### config.mk
export PLATFORM = sky130hd
export DESIGN_NAME = tclux_lux
export DESIGN_NICKNAME = d
export VERILOG_FILES = /design/src/rtl/tclux_pkg.sv /design/src/rtl/tclux_lux.sv
export SDC_FILE = /design/constraint.sdc
export NUM_CORES = 2
export LEC_CHECK = 0
export ABC_AREA = 1
export ABC_CLOCK_PERIOD_IN_PS = 3000
export BUFFER_PORTS_ARGS = -buffer_cell sky130_fd_sc_hd__buf_2
export CELL_PAD_IN_SITES_DETAIL_PLACEMENT = 0
export CELL_PAD_IN_SITES_GLOBAL_PLACEMENT = 1
export CORE_AREA = 2 2 348 350
export CTS_BUF_LIST = sky130_fd_sc_hd__clkbuf_4 sky130_fd_sc_hd__clkbuf_8 sky130_fd_sc_hd__clkbuf_16
export DETAILED_ROUTE_END_ITERATION = 7
export DIE_AREA = 0 0 350 352
export PLACE_DENSITY_LB_ADDON = 0.1
export RECOVER_POWER = 50
export REMOVE_ABC_BUFFERS = 1
export SLEW_MARGIN = 25
export SYNTH_ARGS = -nofsm -noshare
export SYNTH_HDL_FRONTEND = slang
export SYNTH_SLANG_ARGS = --single-unit
### constraint.sdc
create_clock -name clk -period 3 [get_ports clk]
set_clock_uncertainty 0.15 [all_clocks]
set_input_delay 0.6 -clock clk [delete_from_list [all_inputs] [get_ports clk]]
set_output_delay 0.6 -clock clk [all_outputs]
set_load 0.02 [all_outputs]
### src/rtl/tclux_pkg.sv
// Shared constants, types and the segment lookup of the two-channel lux calculator.
package tclux_pkg;

    // Fixed-point formats
    localparam int unsigned NOMINAL_CYCLES = 148;
    localparam int unsigned SCALE_BITS     = 16;
    localparam int unsigned RATIO_BITS     = 9;
    localparam int unsigned GAIN128_BROAD  = 107;
    localparam int unsigned GAIN128_IR     = 115;
    localparam int unsigned GAIN8_SHIFT    = 3;
    localparam int unsigned GAIN16_SHIFT   = 4;

    // Widths
    localparam int unsigned COUNT_W     = 16;
    localparam int unsigned SCALE_W     = 24;
    localparam int unsigned CHAN_W      = 24;
    localparam int unsigned QUO_W       = RATIO_BITS + 1;
    localparam int unsigned CYC_W       = 8;
    localparam int unsigned GAIN_W      = 2;
    localparam int unsigned CFG_DATA_W  = 8;
    localparam int unsigned CFG_INDEX_W = 1;
    localparam int unsigned INTERCEPT_W = 14;
    localparam int unsigned SLOPE_W     = 15;
    localparam int unsigned POS_W       = CHAN_W + INTERCEPT_W;
    localparam int unsigned NEG_W       = CHAN_W + SLOPE_W;
    localparam int unsigned DIFF_W      = NEG_W + 1;
    localparam int unsigned LUX_W       = 21;

    // Breakpoints (ratio, 9 fractional bits) and coefficients (16 fractional bits)
    localparam int unsigned KNEE0 = 'h009A;
    localparam int unsigned KNEE1 = 'h00c3;
    localparam int unsigned KNEE2 = 'h00e6;
    localparam int unsigned KNEE3 = 'h0114;
    localparam int unsigned ICPT0 = 'h2148;
    localparam int unsigned ICPT1 = 'h2a37;
    localparam int unsigned ICPT2 = 'h18ef;
    localparam int unsigned ICPT3 = 'h0fdf;
    localparam int unsigned SLOPE0 = 'h3d71;
    localparam int unsigned SLOPE1 = 'h5b30;
    localparam int unsigned SLOPE2 = 'h2db9;
    localparam int unsigned SLOPE3 = 'h199a;

    // Register indexes of the configuration port
    typedef enum logic [CFG_INDEX_W-1:0] {
        REG_GAIN_MODE   = 1'b0,
        REG_INTEGRATION = 1'b1
    } cfg_reg_t;

    typedef enum logic [GAIN_W-1:0] {
        GAIN_1X   = 2'd0,
        GAIN_8X   = 2'd1,
        GAIN_16X  = 2'd2,
        GAIN_128X = 2'd3
    } gain_t;

    // Per-channel scale, 16 fractional bits
    typedef struct packed {
        logic [SCALE_W-1:0] broad;
        logic [SCALE_W-1:0] ir;
    } scale_t;

    // Payload carried through the ratio divider
    typedef struct packed {
        logic [CHAN_W-1:0] c0;
        logic [CHAN_W-1:0] c1;
        logic [CHAN_W-1:0] rem;
        logic [QUO_W-1:0]  quo;
        logic              zero;   // scaled broadband is zero
        logic              over;   // ratio at or above one
    } div_t;

    typedef struct packed {
        logic [INTERCEPT_W-1:0] b;
        logic [SLOPE_W-1:0]     m;
    } coef_t;

    // quo = floor(c1 * 2^10 / c0); rounded ratio <= knee  <=>  quo <= 2 * knee
    function automatic coef_t seg_select(input logic [QUO_W-1:0] quo,
                                         input logic zero, input logic over);
        coef_t c;
        c = '0;
        if (zero || (!over && quo <= QUO_W'(2 * KNEE0))) begin
            c.b = INTERCEPT_W'(ICPT0);
            c.m = SLOPE_W'(SLOPE0);
        end
        else if (!over && quo <= QUO_W'(2 * KNEE1)) begin
            c.b = INTERCEPT_W'(ICPT1);
            c.m = SLOPE_W'(SLOPE1);
        end
        else if (!over && quo <= QUO_W'(2 * KNEE2)) begin
            c.b = INTERCEPT_W'(ICPT2);
            c.m = SLOPE_W'(SLOPE2);
        end
        else if (!over && quo <= QUO_W'(2 * KNEE3)) begin
            c.b = INTERCEPT_W'(ICPT3);
            c.m = SLOPE_W'(SLOPE3);
        end
        return c;
    endfunction

endpackage

### src/rtl/tclux_lux.sv
// Segment pick, the two coefficient products, then clamp and round to whole lux.
module tclux_lux (
    input  logic                         clk,
    input  logic                         rst_n,
    input  logic                         in_valid,
    output logic                         in_ready,
    input  tclux_pkg::div_t              in_data,
    output logic                         out_valid,
    input  logic                         out_ready,
    output logic [tclux_pkg::LUX_W-1:0]  lux
);
    import tclux_pkg::*;

    coef_t               coef;
    logic                prod_valid_reg;
    logic [POS_W-1:0]    pos_reg, pos_next;
    logic [NEG_W-1:0]    neg_reg, neg_next;
    logic                lux_valid_reg;
    logic [LUX_W-1:0]    lux_reg, lux_next;
    logic [DIFF_W-1:0]   sum;
    logic                load_prod, load_lux;

    assign load_lux  = !lux_valid_reg || out_ready;
    assign load_prod = !prod_valid_reg || load_lux;
    assign in_ready  = load_prod;

    // Products b*ch0 and m*ch1
    always_comb
    begin
        coef     = seg_select(in_data.quo, in_data.zero, in_data.over);
        pos_next = POS_W'(in_data.c0) * POS_W'(coef.b);
        neg_next = NEG_W'(in_data.c1) * NEG_W'(coef.m);
    end

    // Clamp negative to zero, round off the fractional bits
    always_comb
    begin
        sum = DIFF_W'(NEG_W'(pos_reg) - neg_reg) + DIFF_W'(1 << (SCALE_BITS - 1));
        if (NEG_W'(pos_reg) > neg_reg)
            lux_next = sum[SCALE_BITS +: LUX_W];
        else
            lux_next = '0;
    end

    always_ff @(posedge clk or negedge rst_n)
    begin
        if (!rst_n)
        begin
            prod_valid_reg <= 1'b0;
            lux_valid_reg  <= 1'b0;
        end
        else
        begin
            if (load_prod)
                prod_valid_reg <= in_valid;
            if (load_lux)
                lux_valid_reg <= prod_valid_reg;
        end
    end

    always_ff @(posedge clk)
    begin
        if (load_prod && in_valid)
        begin
            pos_reg <= pos_next;
            neg_reg <= neg_next;
        end
        if (load_lux && prod_valid_reg)
            lux_reg <= lux_next;
    end

    assign out_valid = lux_valid_reg;
    assign lux       = lux_reg;

endmodule

==> Word level (Yosys, flattened, before mapping) <==
Cells that the tools add are included.
{ "totals": {"reg_bits": 100} }
{ "classes": {"n_addsub": 2, "mul": 2, "n_lt_le_gt_ge": 5, "mux": 4, "reduce_logical": 12} }
{ "ops": {"columns": ["operator", "count"], "rows": [
  ["2-to-1 mux 29 bit", 2],
  ["> comparator 38 x 39 -> 1 bit", 1],
  ["multiplier 24 x 15 -> 39 bit", 1],
  ["multiplier 24 x 14 -> 38 bit", 1],
  ["adder 37 x 16 -> 37 bit (second input constant)", 1],
  ["subtractor 37 bit", 1],
  ["less-or-equal comparator 10 x 9 -> 1 bit (second input constant)", 3],
  ["2-to-1 mux 28 bit", 1],
  ["2-to-1 mux 27 bit", 1],
  ["less-or-equal comparator 10 bit (second input constant)", 1],
  ["logical AND 1 bit", 6],
  ["logical NOT 1 bit", 3],
  ["logical OR 1 bit", 3]
]} }

==> Depth between registers and ports, before layout <==
{ "logic_depth": {"ltp_word": 7, "depth_mapped": 33} }

==> Worst setup path after synthesis <==
OpenSTA, ideal clock, no wires.
{ "synth_timing": {"path_kind": "in2reg", "startpoint": "in in_data[2] (netlist name)", "endpoint": "reg neg_reg[27], data pin", "arrival_ns": 6.210, "required_time_ns": 2.598, "path_slack_ns": -3.612, "path_stages": 26, "path_buffers": 1, "cell_sequence": "or2_1 -> o211ai_1 -> a21oi_2 -> inv_2 -> nand2_1 -> nor2_2 -> buf_2 -> nand2_1 -> fa_1 -> inv_1 -> fa_1 -> fa_1 -> fa_1 -> fa_1 -> inv_1 -> fa_1 -> inv_1 -> ha_1 -> nand2_1 -> nor2_1 -> inv_1 -> or2_2 -> o21ai_0 -> nand2_1 -> nand3_1 -> nand2_1"} }
{ "synth_via": {"elab_chain_cells": 7} }
{ "synth_lines": {"columns": ["item", "line_no", "text"], "rows": [
  ["start: declaration", "tclux_lux.sv:7", "input tclux_pkg::div_t in_data,"],
  ["less-or-equal comparator 10 bit", "tclux_pkg.sv:94", "else if (!over && quo <= QUO_W'(2 * KNEE3)) begin"],
  ["logical AND 1 bit", "tclux_pkg.sv:94", null],
  ["2-to-1 mux 27 bit", "tclux_pkg.sv:94", null],
  ["2-to-1 mux 28 bit", "tclux_pkg.sv:90", "else if (!over && quo <= QUO_W'(2 * KNEE2)) begin"],
  ["2-to-1 mux 29 bit", "tclux_pkg.sv:86", "else if (!over && quo <= QUO_W'(2 * KNEE1)) begin"],
  ["2-to-1 mux 29 bit *", "tclux_pkg.sv:82", "if (zero || (!over && quo <= QUO_W'(2 * KNEE0))) begin"],
  ["multiplier 24 x 15 -> 39 bit *", "tclux_lux.sv:32", "neg_next = NEG_W'(in_data.c1) * NEG_W'(coef.m);"],
  ["named net neg_next[27]", "tclux_lux.sv:17", "logic [NEG_W-1:0] neg_reg, neg_next;"],
  ["end signal: assignment", "tclux_lux.sv:66", "neg_reg <= neg_next;"],
  ["end: declaration", "tclux_lux.sv:17", null]
]} }
The timed path passes the listed nets; every way through them passes the cells marked *.
A chain may end at the register's enable or synchronous reset.

==> Final worst setup path <==
{ "layout_timing": {"startpoint": "in in_data[5] (netlist name)", "endpoint": "reg neg_reg[35], data pin"} }
Same word-level chain as after synthesis.

==> metrics.txt <==
total die area=0.123 sq mm; startpoint kind of the worst setup timing path=input pin; fraction of final layout cells sized beyond drive strength 1=32.2%; number of search-and-repair iterations in the first detailed-routing pass=5; Global Route Usage Sum=17.5%; Yosys cell types=41; cell repeated most along the worst path=sky130_fd_sc_hd__fa_1; worst reg2reg path endpoint=lux[20]$_SDFFCE_PP0P_; violations in the final reports=negative setup slack; biggest fanout along the worst timing path=6; Final HPWL DP=94700 microns; count of buffers inserted at the top-level ports=86; slowest cell on the critical path=sky130_fd_sc_hd__fa_1; most common cell after layout, fill and taps aside=sky130_fd_sc_hd__inv_1; gate count after technology mapping=3607; non-filler instance count after layout=5979; Antenna diodes=0; run status=finished, violations left; dpl cells=5888; buffer cell driving the clock tree root=sky130_fd_sc_hd__clkbuf_16; Final Cycle Share=218%; clock network latency to the later pin of the worst-skew pair=0.39 ns; DP Worst Slack=-4.61 ns; initial cell density of the core=23.9%; routed vias/inst=4.08; TritonCTS clock tree=yes; number of clock buffers inserted by TritonCTS=9; clock-pin slew on the worst setup and hold paths=0.07 ns; placement row count=127; fmax=153 MHz; post-synthesis sequential area ratio=10.5%; max-capacitance violation count=0; Hold Violations, Final=0; top library cells by usage in the layout, fill and taps aside=sky130_fd_sc_hd__inv_1, sky130_fd_sc_hd__nand2_1, sky130_fd_sc_hd__buf_4; hold_sp=in_valid; arrival time of the worst setup path=6.54 ns; #FFs+latches synth=100; Largest register FFs=39; critical path type=in2reg; Final #Nets=5287; residual overflow from global routing=0; number of vias in the routed layout=24400; vias in the first global route=26600; class of the most critical hold timing path=in2reg; number of nets with antenna violations after routing=0; slew margin rel.=12.0%; Critical Path Sink Type=flip-flop; critical register-to-register path startpoint=neg_reg[17]$_DFFE_PP_; Clock Sink Count=100; Avg Inst Size Synth=7.92 sq um; placer congestion estimate=0.826; Post-Synthesis Cell Area=0.0286 sq mm; worst hold stages=3; worst r2r path cells=14; transition time at the pin with the least slew margin=1.32 ns; number of failing setup endpoints in the final timing report=72; core region area=0.119 sq mm; dominant register cell in the synthesized netlist=sky130_fd_sc_hd__edfxtp_1; height of the die=352 microns; number of H-tree levels=3; global-route wire length before repair=162000 microns; post-layout worst setup margin=-3.53 ns; initial antenna violation count=1; buffer depth of the longest clock path=2; maximum number of pins on one net before global-route repair=28; Yosys warnings=0; Die X-Extent=350 microns; required time at the endpoint of the critical path=3.01 ns; share of async-settable or async-resettable flops after synthesis=2.00%; count of pins on the block boundary=111; count of routing violations after the opening detailed-route iteration=1028; delay of the slowest cell on the worst path=0.60 ns; Register-to-Register Setup Slack=0.14 ns; number of enable-type register cells in the synthesized netlist=98; Sum Neg Setup Slack=-223.22 ns; unrepaired setup endpoints after global routing=yes; final-report max-slew violation count=0; Endpoint, Worst Hold=prod_valid_reg$_DFFE_PN0N_; residual DRC count=0; Area Growth Syn to Fin=41.8%; Crit path max-delay family=adder cells; WL/cell=17.7 microns; post-layout minimum cycle time=6.53 ns; aggregate routed wire length=106000 microns; Buffers & Inverters on Critical Path=12
[metrics by stage]
stage	hold WS [ns]	cell area (sq um)	utilization, %
global placement	0.238	35800	30.0
finish	0.307	40500	33.9
floorplan	0.154	28300	-
CTS	0.286	38800	32.5
detailed placement	0.238	35800	30.0
global route	0.319	40500	33.9
[per-layer routing]
layer | global-route usage [%] | vias to the layer above | wire length [microns]
li1 | - | 12200 | -
met1 | 26.3 | 11900 | 54400
met2 | 28.0 | 238 | 48100
met3 | 1.57 | 35 | 2460
met4 | 1.70 | 0 | 774
met5 | 0 | - | 0
[area by class of cell]
| cell class | count | area [sq um] |
|---|---|---|
| repair buffers | 803 | 6500 |
| well taps | 1612 | 2020 |
| flip-flops and latches | 100 | 2990 |
| inverters | 1043 | 3970 |
| fillers | 12800 | 78900 |
| multi-input cells | 2405 | 24700 |
| clock buffers | 11 | 246 |
| clock inverters | 5 | 32.5 |
[kinds of logic (layout without fill, tap and decap cells)]
kind of cell / after synthesis / count (layout) / share of synthesized area (%)
DFF: 100 / 100 / 10.5
xor gates and xnor gates: 47 / 47 / 1.44
adders and majority gates: 837 / 837 / 50.8
AOI/OAI and AO/OA: 272 / 272 / 5.07
buffers and inverters: 1102 / 1862 / 14.7
other: 1 / 1 / 0.0131
and+or+nand+nor: 1248 / 1248 / 17.5
[timing repair]
| item | 4_1_cts | 5_1_grt |
|---|---|---|
| gates resized for setup | 576 | 363 |
| endpoints found under the hold margin | 2 | 0 |
| hold buffers | 1 | 0 |
| cloned | 4 | 2 |
| endpoints found under the setup margin | 74 | 85 |
| pin swaps | 132 | 148 |
| buffers inserted | 35 | 41 |
[worst max-delay path by stage]
stage | to | startpoint | depth (start not counted)
floorplan | neg_reg[27]$_DFFE_PP_ | in_data[2] | 25
global placement | pos_reg[29]$_DFFE_PP_ | in_data[8] | 32
detailed placement | pos_reg[29]$_DFFE_PP_ | in_data[8] | 32
CTS | pos_reg[37]$_DFFE_PP_ | in_data[2] | 32
global route | pos_reg[34]$_DFFE_PP_ | in_data[2] | 28
finish | neg_reg[35]$_DFFE_PP_ | in_data[5] | 31
[Yosys cell counts (3+ instances only)]
| master | instances | share of area (%) |
|---|---|---|
| sky130_fd_sc_hd__buf_4 | 3 | 0.079 |
| sky130_fd_sc_hd__a21boi_0 | 4 | 0.11 |
| sky130_fd_sc_hd__nor4_1 | 3 | 0.066 |
| sky130_fd_sc_hd__nand2_1 | 780 | 10 |
| sky130_fd_sc_hd__nor3_1 | 34 | 0.60 |
| sky130_fd_sc_hd__a31oi_1 | 7 | 0.15 |
| sky130_fd_sc_hd__nand3_1 | 101 | 1.8 |
| sky130_fd_sc_hd__a21o_1 | 3 | 0.079 |
| sky130_fd_sc_hd__o21a_1 | 7 | 0.18 |
| sky130_fd_sc_hd__ha_1 | 300 | 13 |
| sky130_fd_sc_hd__clkbuf_1 | 19 | 0.25 |
| sky130_fd_sc_hd__fa_1 | 537 | 38 |
| sky130_fd_sc_hd__edfxtp_1 | 98 | 10 |
| sky130_fd_sc_hd__o21ai_0 | 86 | 1.5 |
| sky130_fd_sc_hd__a21oi_1 | 147 | 2.6 |
| sky130_fd_sc_hd__xnor2_1 | 17 | 0.52 |
| sky130_fd_sc_hd__xor2_1 | 30 | 0.92 |
| sky130_fd_sc_hd__and2_1 | 3 | 0.066 |
| sky130_fd_sc_hd__nand3b_1 | 6 | 0.16 |
| sky130_fd_sc_hd__inv_1 | 1038 | 14 |
| sky130_fd_sc_hd__buf_2 | 37 | 0.65 |
| sky130_fd_sc_hd__inv_2 | 4 | 0.053 |
| sky130_fd_sc_hd__o21bai_1 | 11 | 0.29 |
| sky130_fd_sc_hd__nor2_1 | 289 | 3.8 |
| sky130_fd_sc_hd__nand4_1 | 18 | 0.39 |
[worst min-delay path, delay by kind of cell]
family / cells / cell delay, ns
simple gates: 2 / 0.14
buf+inv: 1 / 0.07
Power is not shown: default switching activity piles up to over one toggle a cycle in this logic, so the estimate is an artifact.
