===== config.mk =====
export PLATFORM = sky130hd
export DESIGN_NAME = tclux_div_step
export DESIGN_NICKNAME = d
export VERILOG_FILES = /design/src/rtl/tclux_pkg.sv /design/src/rtl/tclux_div_step.sv
export SDC_FILE = /design/constraint.sdc
export NUM_CORES = 1
export LEC_CHECK = 0
export BUFFER_PORTS_ARGS = -buffer_cell sky130_fd_sc_hd__buf_2
export CAP_MARGIN = 20
export CELL_PAD_IN_SITES_DETAIL_PLACEMENT = 0
export CELL_PAD_IN_SITES_GLOBAL_PLACEMENT = 1
export CORE_UTILIZATION = 41
export CTS_BUF_LIST = sky130_fd_sc_hd__clkbuf_2
export DETAILED_ROUTE_END_ITERATION = 7
export GPL_ROUTABILITY_DRIVEN = 1
export PLACE_DENSITY = 0.94
export SYNTH_ARGS = -nofsm -noshare
export SYNTH_HDL_FRONTEND = slang
export SYNTH_SLANG_ARGS = --single-unit

===== constraint.sdc =====
create_clock -name clk -period 7.9 [get_ports clk]
set_clock_uncertainty 0.1 [all_clocks]
set_input_delay 1.58 -clock clk [delete_from_list [all_inputs] [get_ports clk]]
set_output_delay 1.58 -clock clk [all_outputs]
set_load 0.02 [all_outputs]

===== src/rtl/tclux_pkg.sv =====
// Shared constants, types and the segment lookup of the two-channel lux calculator.
package tclux_pkg;

    // Fixed-point formats
    localparam int unsigned NOMINAL_CYCLES = 148;
    localparam int unsigned SCALE_BITS     = 16;
    localparam int unsigned RATIO_BITS     = 9;
    localparam int unsigned GAIN128_BROAD  = 107;
    localparam int unsigned GAIN128_IR     = 115;
    localparam int unsigned GAIN8_SHIFT    = 3;
    localparam int unsigned GAIN16_SHIFT   = 4;

    // Widths
    localparam int unsigned COUNT_W     = 16;
    localparam int unsigned SCALE_W     = 24;
    localparam int unsigned CHAN_W      = 24;
    localparam int unsigned QUO_W       = RATIO_BITS + 1;
    localparam int unsigned CYC_W       = 8;
    localparam int unsigned GAIN_W      = 2;
    localparam int unsigned CFG_DATA_W  = 8;
    localparam int unsigned CFG_INDEX_W = 1;
    localparam int unsigned INTERCEPT_W = 14;
    localparam int unsigned SLOPE_W     = 15;
    localparam int unsigned POS_W       = CHAN_W + INTERCEPT_W;
    localparam int unsigned NEG_W       = CHAN_W + SLOPE_W;
    localparam int unsigned DIFF_W      = NEG_W + 1;
    localparam int unsigned LUX_W       = 21;

    // Breakpoints (ratio, 9 fractional bits) and coefficients (16 fractional bits)
    localparam int unsigned KNEE0 = 'h009A;
    localparam int unsigned KNEE1 = 'h00c3;
    localparam int unsigned KNEE2 = 'h00e6;
    localparam int unsigned KNEE3 = 'h0114;
    localparam int unsigned ICPT0 = 'h2148;
    localparam int unsigned ICPT1 = 'h2a37;
    localparam int unsigned ICPT2 = 'h18ef;
    localparam int unsigned ICPT3 = 'h0fdf;
    localparam int unsigned SLOPE0 = 'h3d71;
    localparam int unsigned SLOPE1 = 'h5b30;
    localparam int unsigned SLOPE2 = 'h2db9;
    localparam int unsigned SLOPE3 = 'h199a;

    // Register indexes of the configuration port
    typedef enum logic [CFG_INDEX_W-1:0] {
        REG_GAIN_MODE   = 1'b0,
        REG_INTEGRATION = 1'b1
    } cfg_reg_t;

    typedef enum logic [GAIN_W-1:0] {
        GAIN_1X   = 2'd0,
        GAIN_8X   = 2'd1,
        GAIN_16X  = 2'd2,
        GAIN_128X = 2'd3
    } gain_t;

    // Per-channel scale, 16 fractional bits
    typedef struct packed {
        logic [SCALE_W-1:0] broad;
        logic [SCALE_W-1:0] ir;
    } scale_t;

    // Payload carried through the ratio divider
    typedef struct packed {
        logic [CHAN_W-1:0] c0;
        logic [CHAN_W-1:0] c1;
        logic [CHAN_W-1:0] rem;
        logic [QUO_W-1:0]  quo;
        logic              zero;   // scaled broadband is zero
        logic              over;   // ratio at or above one
    } div_t;

    typedef struct packed {
        logic [INTERCEPT_W-1:0] b;
        logic [SLOPE_W-1:0]     m;
    } coef_t;

    // quo = floor(c1 * 2^10 / c0); rounded ratio <= knee  <=>  quo <= 2 * knee
    function automatic coef_t seg_select(input logic [QUO_W-1:0] quo,
                                         input logic zero, input logic over);
        coef_t c;
        c = '0;
        if (zero || (!over && quo <= QUO_W'(2 * KNEE0))) begin
            c.b = INTERCEPT_W'(ICPT0);
            c.m = SLOPE_W'(SLOPE0);
        end
        else if (!over && quo <= QUO_W'(2 * KNEE1)) begin
            c.b = INTERCEPT_W'(ICPT1);
            c.m = SLOPE_W'(SLOPE1);
        end
        else if (!over && quo <= QUO_W'(2 * KNEE2)) begin
            c.b = INTERCEPT_W'(ICPT2);
            c.m = SLOPE_W'(SLOPE2);
        end
        else if (!over && quo <= QUO_W'(2 * KNEE3)) begin
            c.b = INTERCEPT_W'(ICPT3);
            c.m = SLOPE_W'(SLOPE3);
        end
        return c;
    endfunction

endpackage


===== src/rtl/tclux_div_step.sv =====
// One restoring-division stage of the ratio divider: one quotient bit per stage.
module tclux_div_step (
    input  logic              clk,
    input  logic              rst_n,
    input  logic              in_valid,
    output logic              in_ready,
    input  tclux_pkg::div_t   in_data,
    output logic              out_valid,
    input  logic              out_ready,
    output tclux_pkg::div_t   out_data
);
    import tclux_pkg::*;

    logic                valid_reg;
    div_t                data_reg, data_next;
    logic [CHAN_W:0]     rem2;
    logic                fits;
    logic                load;

    // Stage takes a request when empty or when its content moves on
    assign load     = !valid_reg || out_ready;
    assign in_ready = load;

    // Shift in one dividend bit, subtract where the divisor fits
    always_comb
    begin
        rem2      = {in_data.rem, 1'b0};
        fits      = rem2 >= {1'b0, in_data.c0};
        data_next = in_data;
        if (fits)
            data_next.rem = CHAN_W'(rem2 - {1'b0, in_data.c0});
        else
            data_next.rem = rem2[CHAN_W-1:0];
        data_next.quo = {in_data.quo[QUO_W-2:0], fits};
    end

    always_ff @(posedge clk or negedge rst_n)
    begin
        if (!rst_n)
            valid_reg <= 1'b0;
        else if (load)
            valid_reg <= in_valid;
    end

    always_ff @(posedge clk)
    begin
        if (load && in_valid)
            data_reg <= data_next;
    end

    assign out_valid = valid_reg;
    assign out_data  = data_reg;

    // Partial remainder stays below the divisor on the normal path
    a_rem_bound: assert property (@(posedge clk) disable iff (!rst_n)
        valid_reg && !data_reg.zero && !data_reg.over |-> data_reg.rem < data_reg.c0)
        else $error("divider remainder not below divisor");

endmodule


# Word level (Yosys, flattened, before mapping)

Index checks and enable logic that the tools add are counted.

Mux-type cells: 1
$lt $le $gt $ge: 1
$add $sub $neg: 1
Reductions and logical operators: 3
Divide/modulo/power cells: 0
Shift-type cells: 0
Equality and inequality tests: 0
Bitwise gates (word level): 0
Multipliers: 0

Operator list:

| operator                                         | count |
|---|---|
| 25-bit by 24-bit >= comparator with 1-bit output | 1 |
| 24-bit two-way mux                               | 1 |
| 24-bit subtractor                                | 1 |
| 1-bit logical AND                                | 1 |
| 1-bit logical NOT                                | 1 |
| 1-bit logical OR                                 | 1 |

Memory bits (read-only): 0
Bits in writable memories: 0
Memories kept: 0
Flip-flop bits (word level): 85
Word-level logic and storage cells: 14
Output and inout port bits: 86
Bits in latches: 0

# Longest topological paths before layout

Gate-level depths: netlist (run 1).

Word-level depth: 3
Depth in mapped cells: 12

# Least setup slack after synthesis (run 1)

OpenSTA, ideal clock, no wires.

Path type: input to register
Start: in out_ready
End: reg data_reg, in the netlist out_data[0] (enable)
Buffers on the path: 0
Slack: 3.512 ns
Cell stages on the path: 2
Arrival: 3.836 ns
Data required time: 7.349 ns
Path through: nand2b_1 > and2_1

Word-level cells in the longest chain between the ends: 2

Ends and longest elaborated chain:

| item                 | line                 | RTL |
|---|---|---|
| from (decl)          | tclux_div_step.sv:9  | `input logic out_ready,` |
| 1-bit logical OR     | tclux_div_step.sv:21 | `assign load = !valid_reg \|\| out_ready;` |
| 1-bit logical AND    | tclux_div_step.sv:47 | `if (load && in_valid)` |
| to (signal assigned) | tclux_div_step.sv:48 | `data_reg <= data_next;` |
| to (decl)            | tclux_div_step.sv:15 | `div_t data_reg, data_next;` |

No other way between the ends.
A chain may end at the register's enable or synchronous reset.

==> metrics.md, run 1 <==
| Metric | Value |
|---|---|
| Ys flop type | edfxtp_1 |
| Clock network fraction of total power | 0.207 |
| Worst slew pin tran | about 550 ps |
| Avg WL per Cell | about 14 um |
| WHS | 476.9 ps |
| Final TNS setup | 0 ps |
| Top cell type's share of synthesized area | 0.6034 |
| Final hold vios | 0 |
| Gate Count Post-Synth | approximately 350 |
| GRT Util Overall | 0.1802 |
| Reg power frac | 0.556 |
| Starting Density | 0.4257 |
| Net switching power | 0.3092 mW |
| Cell variety after synth | 41 |
| TritonCTS clock tree | done |
| CTS resizes | 0 |
| Worst Hold Launch | out_valid |
| # rows | 36 |
| Later-pin clock latency in the skew report | approximately 530 ps |
| Layout cell share with drive strength beyond 1 | 0.3745 |
| Initial DRC count | between 150 and 200 |
| Final setup vio count | 0 |
| Diode count | 0 |
| DRT antenna net count | 0 |
| Ports | 174 |
| Post-synth ARST share | 0.01176 |
| CTS Buf Count | 9 |
| First-pass GRT wire length | about 14 mm |
| R2r worst-path depth | 3 |
| Slew headroom | 0.6358 |
| Met1 Usage GRT | 0.2174 |
| RR Startpoint | out_valid |
| Synth top area cells | edfxtp_1 (60%), ha_1 (7.2%), inv_1 (3.6%) |
| Worst setup EP type | flip-flop |
| Critical path launch point type | input pin |
| Top post-synthesis cells by count | edfxtp_1 (84), inv_1 (40), nand2_1 (33) |
| Global-route met3 utilization | 0.05424 |
| Final critical-path share of the clock period | 0.4798 |
| Avg Cell Area, Syn | roughly 12 um^2 |
| Vias | approximately 3,200 |
| WHS Endpoint | out_valid |
| Met2 Use GR | 0.3021 |
| Die H | between 100 and 150 um |
| CTS H-tree depth | 3 |
| Area of the core | approximately 0.0098 mm^2 |
| DRT Pass-1 Iters | 4 |
| Reg2reg end | out_data[47] |
| Clock root cell | clkbuf_2 |
| Post-synth top area cell | edfxtp_1 |
| Peak Freq | 263.8 MHz |
| Initial antenna violation count | 0 |
| Area growth, synth to finish | 26.88% |
| Nets | between 600 and 700 |
| Clock tree sinks | 85 |
| GR peak layer | met2 |
| Post-CTS Setup Repair Bufs | 0 |
| Remaining Overflow, GRT | 0 |
| GP Congestion | 0.8743 |
| Final core area utilization | 0.5401 |
| Die ar. | 0.01060 mm^2 |
| Number of global-route vias before repair | just over 3,000 |
| Post-Route WL | 9.618 mm |
| Min-Delay Path Depth | 2 |
| Mapped Nets | approximately 460 |
| EDFF count, synth | 84 |
| Most common cell in the synthesized netlist | edfxtp_1 |
| Vias per Instance | just under 5 |
| # DRC | 0 |
| Yosys warnings | 0 |
| Post-DP HPWL | around 7.4 mm |
| Max clock buf depth | 2 |
| Register area share after synthesis | 0.6094 |
| Die width | ~100 um |
| Reg2Reg Setup Slack | a little over 6000 ps |
| Largest net degree at the start of global routing | between 80 and 90 |
| Finished Cell Area | 0.005304 mm^2 |
| Worst-path maximum fanout | 29 |
| Pins Over Slew Limit | 0 |
| LEAKAGE | approximately 2.3 nW |
| Cell Int Power | approximately 0.67 mW |
| Pwr Total | roughly 0.98 mW |
| Reg clk slew, reported paths | around 230 ps |
| Crit path DAT | ~4000 ps |
| Status | finished clean |
| PD cells | between 150 and 200 mW/mm^2 |
| PortBufs | 172 |
| #FFs+latches synth | 85 |
| Max-cap violations | 0 |
| CP Data Required Time | roughly 8200 ps |
| Min cycle time layout | around 3800 ps |
| RSZ-0062 raised after global routing | false |
| Cell Area, Synth | roughly 0.0042 mm^2 |
| Max VDD drop | 0.07370 mV |
| Cts hold-fix bufs | 0 |
| Dpl cell area | just over 0.005 mm^2 |
| Sw Share | 0.3164 |
| Share of total power in combinational logic | 0.237 |
| Kind of critical path | input pin to flip-flop |
| Hold WC Path Type | flip-flop to flip-flop |
-- critical path, stage by stage --
cell and delay, ps:
buf_2 90, inv_1 50, ha_1 350, a21oi_1 270, o21ai_0 190, a22oi_1 290
o211ai_1 140, nor2_2 440, buf_4 390, a211oi_2 80, nor3_1 200
-- layout make-up --
| class | instances | area [um^2] |
|---|---|---|
| clock buffers | 10 | 50.05 |
| clock inverters | 6 | 50.05 |
| fillers | 894 | 4516 |
| inverters | 41 | 153.9 |
| multi-input cells | 218 | 1440 |
| flip-flops and latches | 85 | 2547 |
| well taps | 133 | 166.4 |
| repair buffers | 174 | 895.9 |
-- per-stage QoR --
stage               setup slack, ps  std cells
global route                   3916        667
finish                         4109        667
global placement               3676        650
detailed placement             3557        650
floorplan                      3512        349
CTS                            4153        666
-- worst max-delay path by stage --
stage                start      endpoint  cells past startpoint
2_1_floorplan    out_ready   out_data[0]                      2
3_3_place_gp   in_data[14]  out_data[23]                     10
3_5_place_dp   in_data[29]  out_data[19]                      9
4_1_cts        in_data[74]  out_data[23]                     11
5_1_grt        in_data[74]  out_data[23]                     11
6_report       in_data[74]  out_data[23]                     11
-- power groups by stage --
stage | sequential [mW] | clock (mW) | combinational (mW)
3_5_place_dp | 0.555 | 0 | 0.230
5_1_grt | 0.547 | 0.222 | 0.258
2_1_floorplan | 0.597 | 0 | 0.112
4_1_cts | 0.545 | 0.209 | 0.231
3_3_place_gp | 0.554 | 0 | 0.224
6_report | 0.543 | 0.202 | 0.232
-- layout by cell type, fill, tap and decap left out, drive strengths merged, types with 4 or more instances in the layout --
cell type	synthesis	layout
nor3	7	7
ha	24	24
a211oi	8	8
xnor2	4	4
o31ai	8	8
nand2b	6	6
o21bai	4	4
buf	3	174
a21oi	23	23
inv	41	42
nor2	26	26
nand4	5	5
edfxtp	84	84
o21ai	26	26
a21boi	4	4
o21a	4	4
nand3	5	5
clkbuf	2	10
nand2	33	33
xor2	9	9
o211ai	4	4
-- per-layer routing --
| metal | wire (um) | vias to the layer above |
|---|---|---|
| met4 | 185 | 0 |
| met3 | 843 | 12 |
| met1 | 4019 | 1462 |
| met5 | 0 | - |
| li1 | - | 1636 |
| met2 | 4570 | 136 |
-- sequential cells by signal, indices dropped and copies added (netlist names) --
name / count
out_valid: 1
out_data: 84
-- kinds of logic after synthesis --
| family | synth area share |
|---|---|
| xor+xnor | 0.02724 |
| mux | 0.002395 |
| compound gates | 0.1299 |
| flops | 0.6094 |
| buf+inv | 0.04669 |
| simple gates | 0.1078 |
| fa+ha+maj | 0.07662 |
Note: power is estimated with default switching activity, not from simulation.
==> run 2: changes to the inputs <==
--- a/config.mk
+++ b/config.mk
@@ -9,11 +9,11 @@
 export CAP_MARGIN = 20
 export CELL_PAD_IN_SITES_DETAIL_PLACEMENT = 0
 export CELL_PAD_IN_SITES_GLOBAL_PLACEMENT = 1
-export CORE_UTILIZATION = 41
+export CORE_UTILIZATION = 38
 export CTS_BUF_LIST = sky130_fd_sc_hd__clkbuf_2
 export DETAILED_ROUTE_END_ITERATION = 7
 export GPL_ROUTABILITY_DRIVEN = 1
-export PLACE_DENSITY = 0.94
+export PLACE_DENSITY = 0.89
 export SYNTH_ARGS = -nofsm -noshare
 export SYNTH_HDL_FRONTEND = slang
 export SYNTH_SLANG_ARGS = --single-unit
==> constraint.sdc (replaced) <==
create_clock -name clk -period 3.7 [get_ports clk]
set_clock_uncertainty 0.1 [all_clocks]
set_input_delay 0.74 -clock clk [delete_from_list [all_inputs] [get_ports clk]]
set_output_delay 0.74 -clock clk [all_outputs]
set_load 0.02 [all_outputs]
==> run 2 against run 1 <==
Sequential power increased by 110%. Cell area increased by 1.1%. Worst setup slack got worse by 3100 ps. Die area increased by 7.7%. Flip-flop and latch count unchanged. Power increased by 130%. Final cell count increased by 0.75%. Register-to-register slack got worse by 4200 ps. Combinational power increased by 110%. Non-clock buffer count increased by 2. Critical path type unchanged.
==> metrics.md, run 2 (synthesized netlist as in run 1, its figures left out) <==
| Metric | Value |
|---|---|
| DRT antenna net count | 0 |
| Max clock buf depth | 2 |
| Worst-path maximum fanout | 23 |
| Buffers and inverters on the worst path | 3 |
| # rows | 37 |
| Worst setup EP type | flip-flop |
| CP delay by family, top | simple AND/OR/NAND/NOR gates |
| # DRC | 0 |
| Slew headroom | 0.6845 |
| Pwr Total | roughly 2.2 mW |
| Later-pin clock latency in the skew report | around 520 ps |
| Diode count | 0 |
| Kind of critical path | input pin to flip-flop |
| TritonCTS clock tree | done |
| Pins Over Slew Limit | 0 |
| Initial DRC count | 91 |
| Final core area utilization | 0.5103 |
| Critical path launch point type | input pin |
| Hold WC Path Type | input pin to flip-flop |
| CP Data Required Time | around 3900 ps |
| Starting Density | 0.3978 |
| Largest net degree at the start of global routing | 57 |
| Cells after DPL | between 600 and 700 |
| CP dominant cell by count | a211oi_2 |
| Post-CTS Setup Repair Bufs | 0 |
| DRT Pass-1 Iters | 4 |
| Dpl cell area | about 0.0052 mm^2 |
| Vias per Instance | around 4.8 |
| Leading cell type in the layout, fill and taps excluded | buf_2 |
| RSZ-0062 raised after global routing | false |
| Max reg flops | 84 |
| Post-Route WL | roughly 9.5 mm |
| GRT Util Overall | 0.1714 |
| Number of global-route vias before repair | approximately 3,200 |
| Slowest cell on the critical path | or4b_1 |
| Nets | approximately 640 |
| Layout cell share with drive strength beyond 1 | 0.3750 |
| Die ar. | around 0.011 mm^2 |
| Die H | ~110 um |
| Reg clk slew, reported paths | approximately 230 ps |
| Min-Delay Path Depth | 1 |
| PortBufs | about 170 |
| Final critical-path share of the clock period | 0.7164 |
| Post-DP HPWL | 7.527 mm |
| Critical Path, Cell by Cell | buf_2 -> inv_1 -> ha_1 -> nand3_1 -> or4b_1 -> a211oi_2 -> nor2_2 -> buf_4 -> a211oi_2 -> nor3_1 |
| Crit path DAT | about 2900 ps |
| Area growth, synth to finish | 28.28% |
| CTS H-tree depth | 3 |
| Worst slew pin tran | roughly 470 ps |
| Final TNS setup | 0 ps |
| Most frequent cells in the layout | buf_2 (172), edfxtp_1 (84), inv_1 (40) |
| PD cells | 415.2 mW/mm^2 |
| Ports | ~170 |
| Cell Count, Final, Fillers Out | approximately 670 |
| R2r worst-path depth | 3 |
| Max-cap violations | 0 |
| LEAKAGE | around 2.4 nW |
| Peak Freq | approximately 380 MHz |
| Final hold vios | 0 |
| First-pass GRT wire length | approximately 15 mm |
| Avg WL per Cell | ~14 um |
| Layout filler cell count | 962 |
| Initial antenna violation count | 0 |
| CP Depth | 10 |
| Clock tree sinks | 85 |
| Vias | roughly 3,200 |
| CTS Buf Count | 9 |
| Status | finished clean |
| Clock root cell | clkbuf_2 |
| Finished Cell Area | about 0.0054 mm^2 |
| Die width | about 110 um |
| Max VDD drop | 0.1874 mV |
| Remaining Overflow, GRT | 0 |
| Area of the core | about 0.011 mm^2 |
| GP Congestion | approximately 0.80 |
| Crit path largest cell delay | 590 ps |
| Final setup vio count | 0 |
| Min cycle time layout | between 2000 and 3000 ps |
[run 2: repair_timing]
action / CTS / global route
hold buffers: 1 / 0
hold endpoints to repair: 1 / 0
resized for setup: 0 / 0
endpoints found under the setup margin: 0 / 0
[run 2: power breakdown]
group	switching, mW	total, mW	internal, mW	leakage (nW)
logic	0.311	0.494	0.183	1.47
registers	0.0153	1.16	1.15	0.811
clock network	0.337	0.570	0.233	0.0807
total	0.664	2.23	1.56	2.36
[run 2: area by class of cell]
cell class	count	area, um^2	share of cell area
Timing Repair Buffer	176	905.9	0.1689
Clock inverter	6	95.09	0.01773
Tap cell	136	170.2	0.03173
Multi-Input combinational cell	218	1440	0.2685
Inverter	41	153.9	0.02870
Clock buffer	10	50.05	0.009333
Sequential cell	85	2547	0.4750
[run 2: metal layers]
metal,track usage,vias up,part of all wire
met5,0,-,0
met4,0.04990,0,0.012
met3,0.04195,9,0.060
met2,0.2912,108,0.48
met1,0.2162,1475,0.45
li1,-,1630,-
[run 2: final timing paths]
| check | slack (ps) | endpoint | start |
|---|---|---|---|
| worst min register to register | 480 | out_valid | out_valid |
| worst min-delay path | 260 | out_data[41] | in_data[41] |
| min in group asynchronous | 380 | out_valid | rst_n |
| worst max register to register | 2000 | out_data[26] | out_valid |
| max in group asynchronous | 3040 | out_valid | rst_n |
| worst max-delay path | 1050 | out_data[28] | in_data[79] |
[run 2: through the flow]
stage / hold slack, ps / setup WS, ps
2_1_floorplan: 344.4 / 152.2
3_3_place_gp: 406.5 / 438.6
3_5_place_dp: 419.7 / 466.8
4_1_cts: 216.6 / 1071
5_1_grt: 184.8 / 902.5
6_report: 259.6 / 1049
==> run 3: changes to the inputs <==
--- a/config.mk
+++ b/config.mk
@@ -5,15 +5,16 @@
 export SDC_FILE = /design/constraint.sdc
 export NUM_CORES = 1
 export LEC_CHECK = 0
+export ABC_AREA = 1
 export BUFFER_PORTS_ARGS = -buffer_cell sky130_fd_sc_hd__buf_2
 export CAP_MARGIN = 20
 export CELL_PAD_IN_SITES_DETAIL_PLACEMENT = 0
 export CELL_PAD_IN_SITES_GLOBAL_PLACEMENT = 1
-export CORE_UTILIZATION = 38
+export CORE_UTILIZATION = 37
 export CTS_BUF_LIST = sky130_fd_sc_hd__clkbuf_2
 export DETAILED_ROUTE_END_ITERATION = 7
 export GPL_ROUTABILITY_DRIVEN = 1
-export PLACE_DENSITY = 0.89
+export PLACE_DENSITY = 0.88
 export SYNTH_ARGS = -nofsm -noshare
 export SYNTH_HDL_FRONTEND = slang
 export SYNTH_SLANG_ARGS = --single-unit
==> constraint.sdc (replaced) <==
create_clock -name clk -period 2.5 [get_ports clk]
set_clock_uncertainty 0.1 [all_clocks]
set_input_delay 0.5 -clock clk [delete_from_list [all_inputs] [get_ports clk]]
set_output_delay 0.5 -clock clk [all_outputs]
set_load 0.02 [all_outputs]
==> run 3 against run 2 <==
Non-clock buffer count is 80 higher. Die area rose by 20%. Count of clock-buffer cells in the layout down 1. Synthesized cell count rose by 64%.
==> metrics.md, run 3 <==
| Metric | Value |
|---|---|
| Crit path largest cell delay | approximately 550 ps |
| Synth top area cells | edfxtp_1 (52%), nand2_1 (17%), inv_1 (8.5%) |
| # rows | between 40 and 50 |
| Die ar. | ~0.014 mm^2 |
| PortBufs | ~170 |
| Pwr Total | around 3.5 mW |
| Slew headroom | 0.5963 |
| Cell variety after synth | 27 |
| Initial antenna violation count | 1 |
| Min cycle time layout | 2448 ps |
| Avg WL per Cell | approximately 13 um |
| Worst-path maximum fanout | 12 |
| Die H | 117.0 um |
| LEAKAGE | around 3.6 nW |
| GP Congestion | roughly 0.8 |
| Clock root cell | clkbuf_2 |
| Critical Path, Cell by Cell | dlygate4sd3_1 -> buf_2 -> inv_1 -> ha_1 -> nand2_2 -> nor2_2 -> nand4_1 -> nor2_1 -> nand3_2 -> buf_4 -> nand4_1 -> nand2_1 |
| Post-synth top area cell | edfxtp_1 |
| Ys flop type | edfxtp_1 |
| Met2 wire length | between 6 and 7 mm |
| Top cell type's share of synthesized area | 0.5156 |
| Top post-synthesis cells by count | nand2_1 (217), inv_1 (111), edfxtp_1 (84) |
| Crit path DAT | approximately 2700 ps |
| Worst setup EP type | flip-flop |
| Final critical-path share of the clock period | 0.9790 |
| Layout cell share with drive strength beyond 1 | 0.2758 |
| Post-Route WL | between 10 and 15 mm |
| CTS H-tree depth | 3 |
| Final hold vios | 0 |
| Area of the multi-input gates | around 0.0019 mm^2 |
| Sequential Area | roughly 0.0025 mm^2 |
| Post-synth ARST share | 0.01176 |
| Yosys warnings | 0 |
| Kind of critical path | input pin to flip-flop |
| Nets | roughly 940 |
| Largest net degree at the start of global routing | 24 |
| # DRC | 0 |
| Cells after DPL | 930 |
| Status | finished clean |
| GRT Util Overall | 0.2008 |
| CP dominant cell by count | nand4_1 |
| CP Data Required Time | 2750 ps |
| Ports | about 170 |
| Worst slew pin tran | between 600 and 700 ps |
| #FFs+latches synth | 85 |
| Final TNS setup | 0 ps |
| Max clock buf depth | 2 |
| Gate Count Post-Synth | 571 |
| Most frequent cells in the layout | nand2_1 (217), buf_2 (172), inv_1 (111) |
| Vias | ~4,500 |
| Die width | around 120 um |
| Cell Area, Synth | around 0.0049 mm^2 |
| Clock tree sinks | 85 |
| CTS Buf Count | 9 |
| Area growth, synth to finish | 40.90% |
| Vias per Instance | 4.455 |
| R2r worst-path depth | 2 |
| Avg Cell Area, Syn | ~8.6 um^2 |
| Remaining Overflow, GRT | 0 |
| EDFF count, synth | 84 |
| Pins Over Slew Limit | 0 |
| Hold WC Path Type | input pin to async pin |
| Buffers and inverters on the worst path | 4 |
| Metal-1 WL | around 6.3 mm |
| Slowest cell on the critical path | dlygate4sd3_1 |
| Met3 WL | between 600 and 700 um |
| RSZ-0062 raised after global routing | false |
| Peak Freq | about 410 MHz |
| Max VDD drop | between 0.15 and 0.2 mV |
| Reg clk slew, reported paths | ~230 ps |
| First-pass GRT wire length | about 21 mm |
| Number of global-route vias before repair | 4,345 |
| CP Depth | 12 |
| Final setup vio count | 0 |
| Cell Count, Final, Fillers Out | 1,007 |
| Max reg flops | between 80 and 90 |
| Later-pin clock latency in the skew report | roughly 570 ps |
| Mapped Nets | around 680 |
| TritonCTS clock tree | done |
| Area of the core | about 0.013 mm^2 |
| DRT Pass-1 Iters | 5 |
| Register area share after synthesis | 0.5207 |
| Max-cap violations | 0 |
| CP delay by family, top | buffers and inverters |
| Post-DP HPWL | 10.21 mm |
| Most common cell in the synthesized netlist | nand2_1 |
| Critical path launch point type | input pin |
| Initial DRC count | around 230 |
| DRT antenna net count | 0 |
| PD cells | roughly 500 mW/mm^2 |
| Layout filler cell count | 1,190 |
| Starting Density | 0.3830 |
| Max layer used | met4 |
| Post-CTS Setup Repair Bufs | 0 |
| Leading cell type in the layout, fill and taps excluded | nand2_1 |
-- run 3: cell types whose count changed after synthesis, sizes merged, moves of 11 or more --
cell and change:
a21oi -11, inv +75, nand2 +187, nand3 +23
nand4 +25, o21ai -26
-- run 3: worst paths after layout --
kind,start,endpoint,slack [ps]
min in group clk,in_data[20],out_data[21],110
worst max-delay path,in_data[76],out_data[23],50
worst min-delay path,rst_n,out_valid,80
worst max register to register,out_valid,out_data[74],860
max in group asynchronous,rst_n,out_valid,2140
worst min register to register,out_valid,out_valid,550
-- run 3: metal layers --
| metal | vias to the layer above | global-route usage |
|---|---|---|
| met1 | 2011 | 0.2504 |
| met3 | 14 | 0.03811 |
| met2 | 130 | 0.3491 |
| met4 | 0 | 0.06835 |
| li1 | 2331 | - |
| met5 | - | 0 |
-- run 3: cell type report --
cell class,count,share of cell area
Tap cell,172,0.03122
Antenna cell,1,0.0003630
Inverter,117,0.06371
Clock inverter,6,0.01053
Multi-Input combinational cell,361,0.2705
Sequential cell,85,0.3696
Timing Repair Buffer,256,0.2476
Clock buffer,9,0.006535
-- run 3: power breakdown --
group	internal [mW]	switching (mW)
sequential	1.69	0.0224
clock	0.234	0.514
combinational	0.392	0.596
-- run 3: kinds of logic after synthesis --
group	Yosys count	synth area share
adders and majority gates	25	0.06547
DFF	85	0.5207
and+or+nand+nor	313	0.2793
AOI/OAI and AO/OA	13	0.01611
xor gates and xnor gates	10	0.01790
buffers and inverters	125	0.1005
-- run 3: through the flow --
step                setup slack, ps  hold WS, ps  instance area, um^2    util
floorplan                     6.489        104.4                 4903       -
global placement              49.23        174.3                 6162  0.4824
detailed placement            12.18        175.2                 6162  0.4824
CTS                           115.4        13.60                 6880  0.5386
global route                  1.105        3.078                 6893  0.5396
finish                        52.42        80.80                 6893  0.5396
-- run 3: what timing repair did --
| action | 4_1_cts | 5_1_grt |
|---|---|---|
| endpoints found under the hold margin | 60 | 1 |
| gates resized for setup | 0 | 0 |
| hold buffers | 60 | 1 |
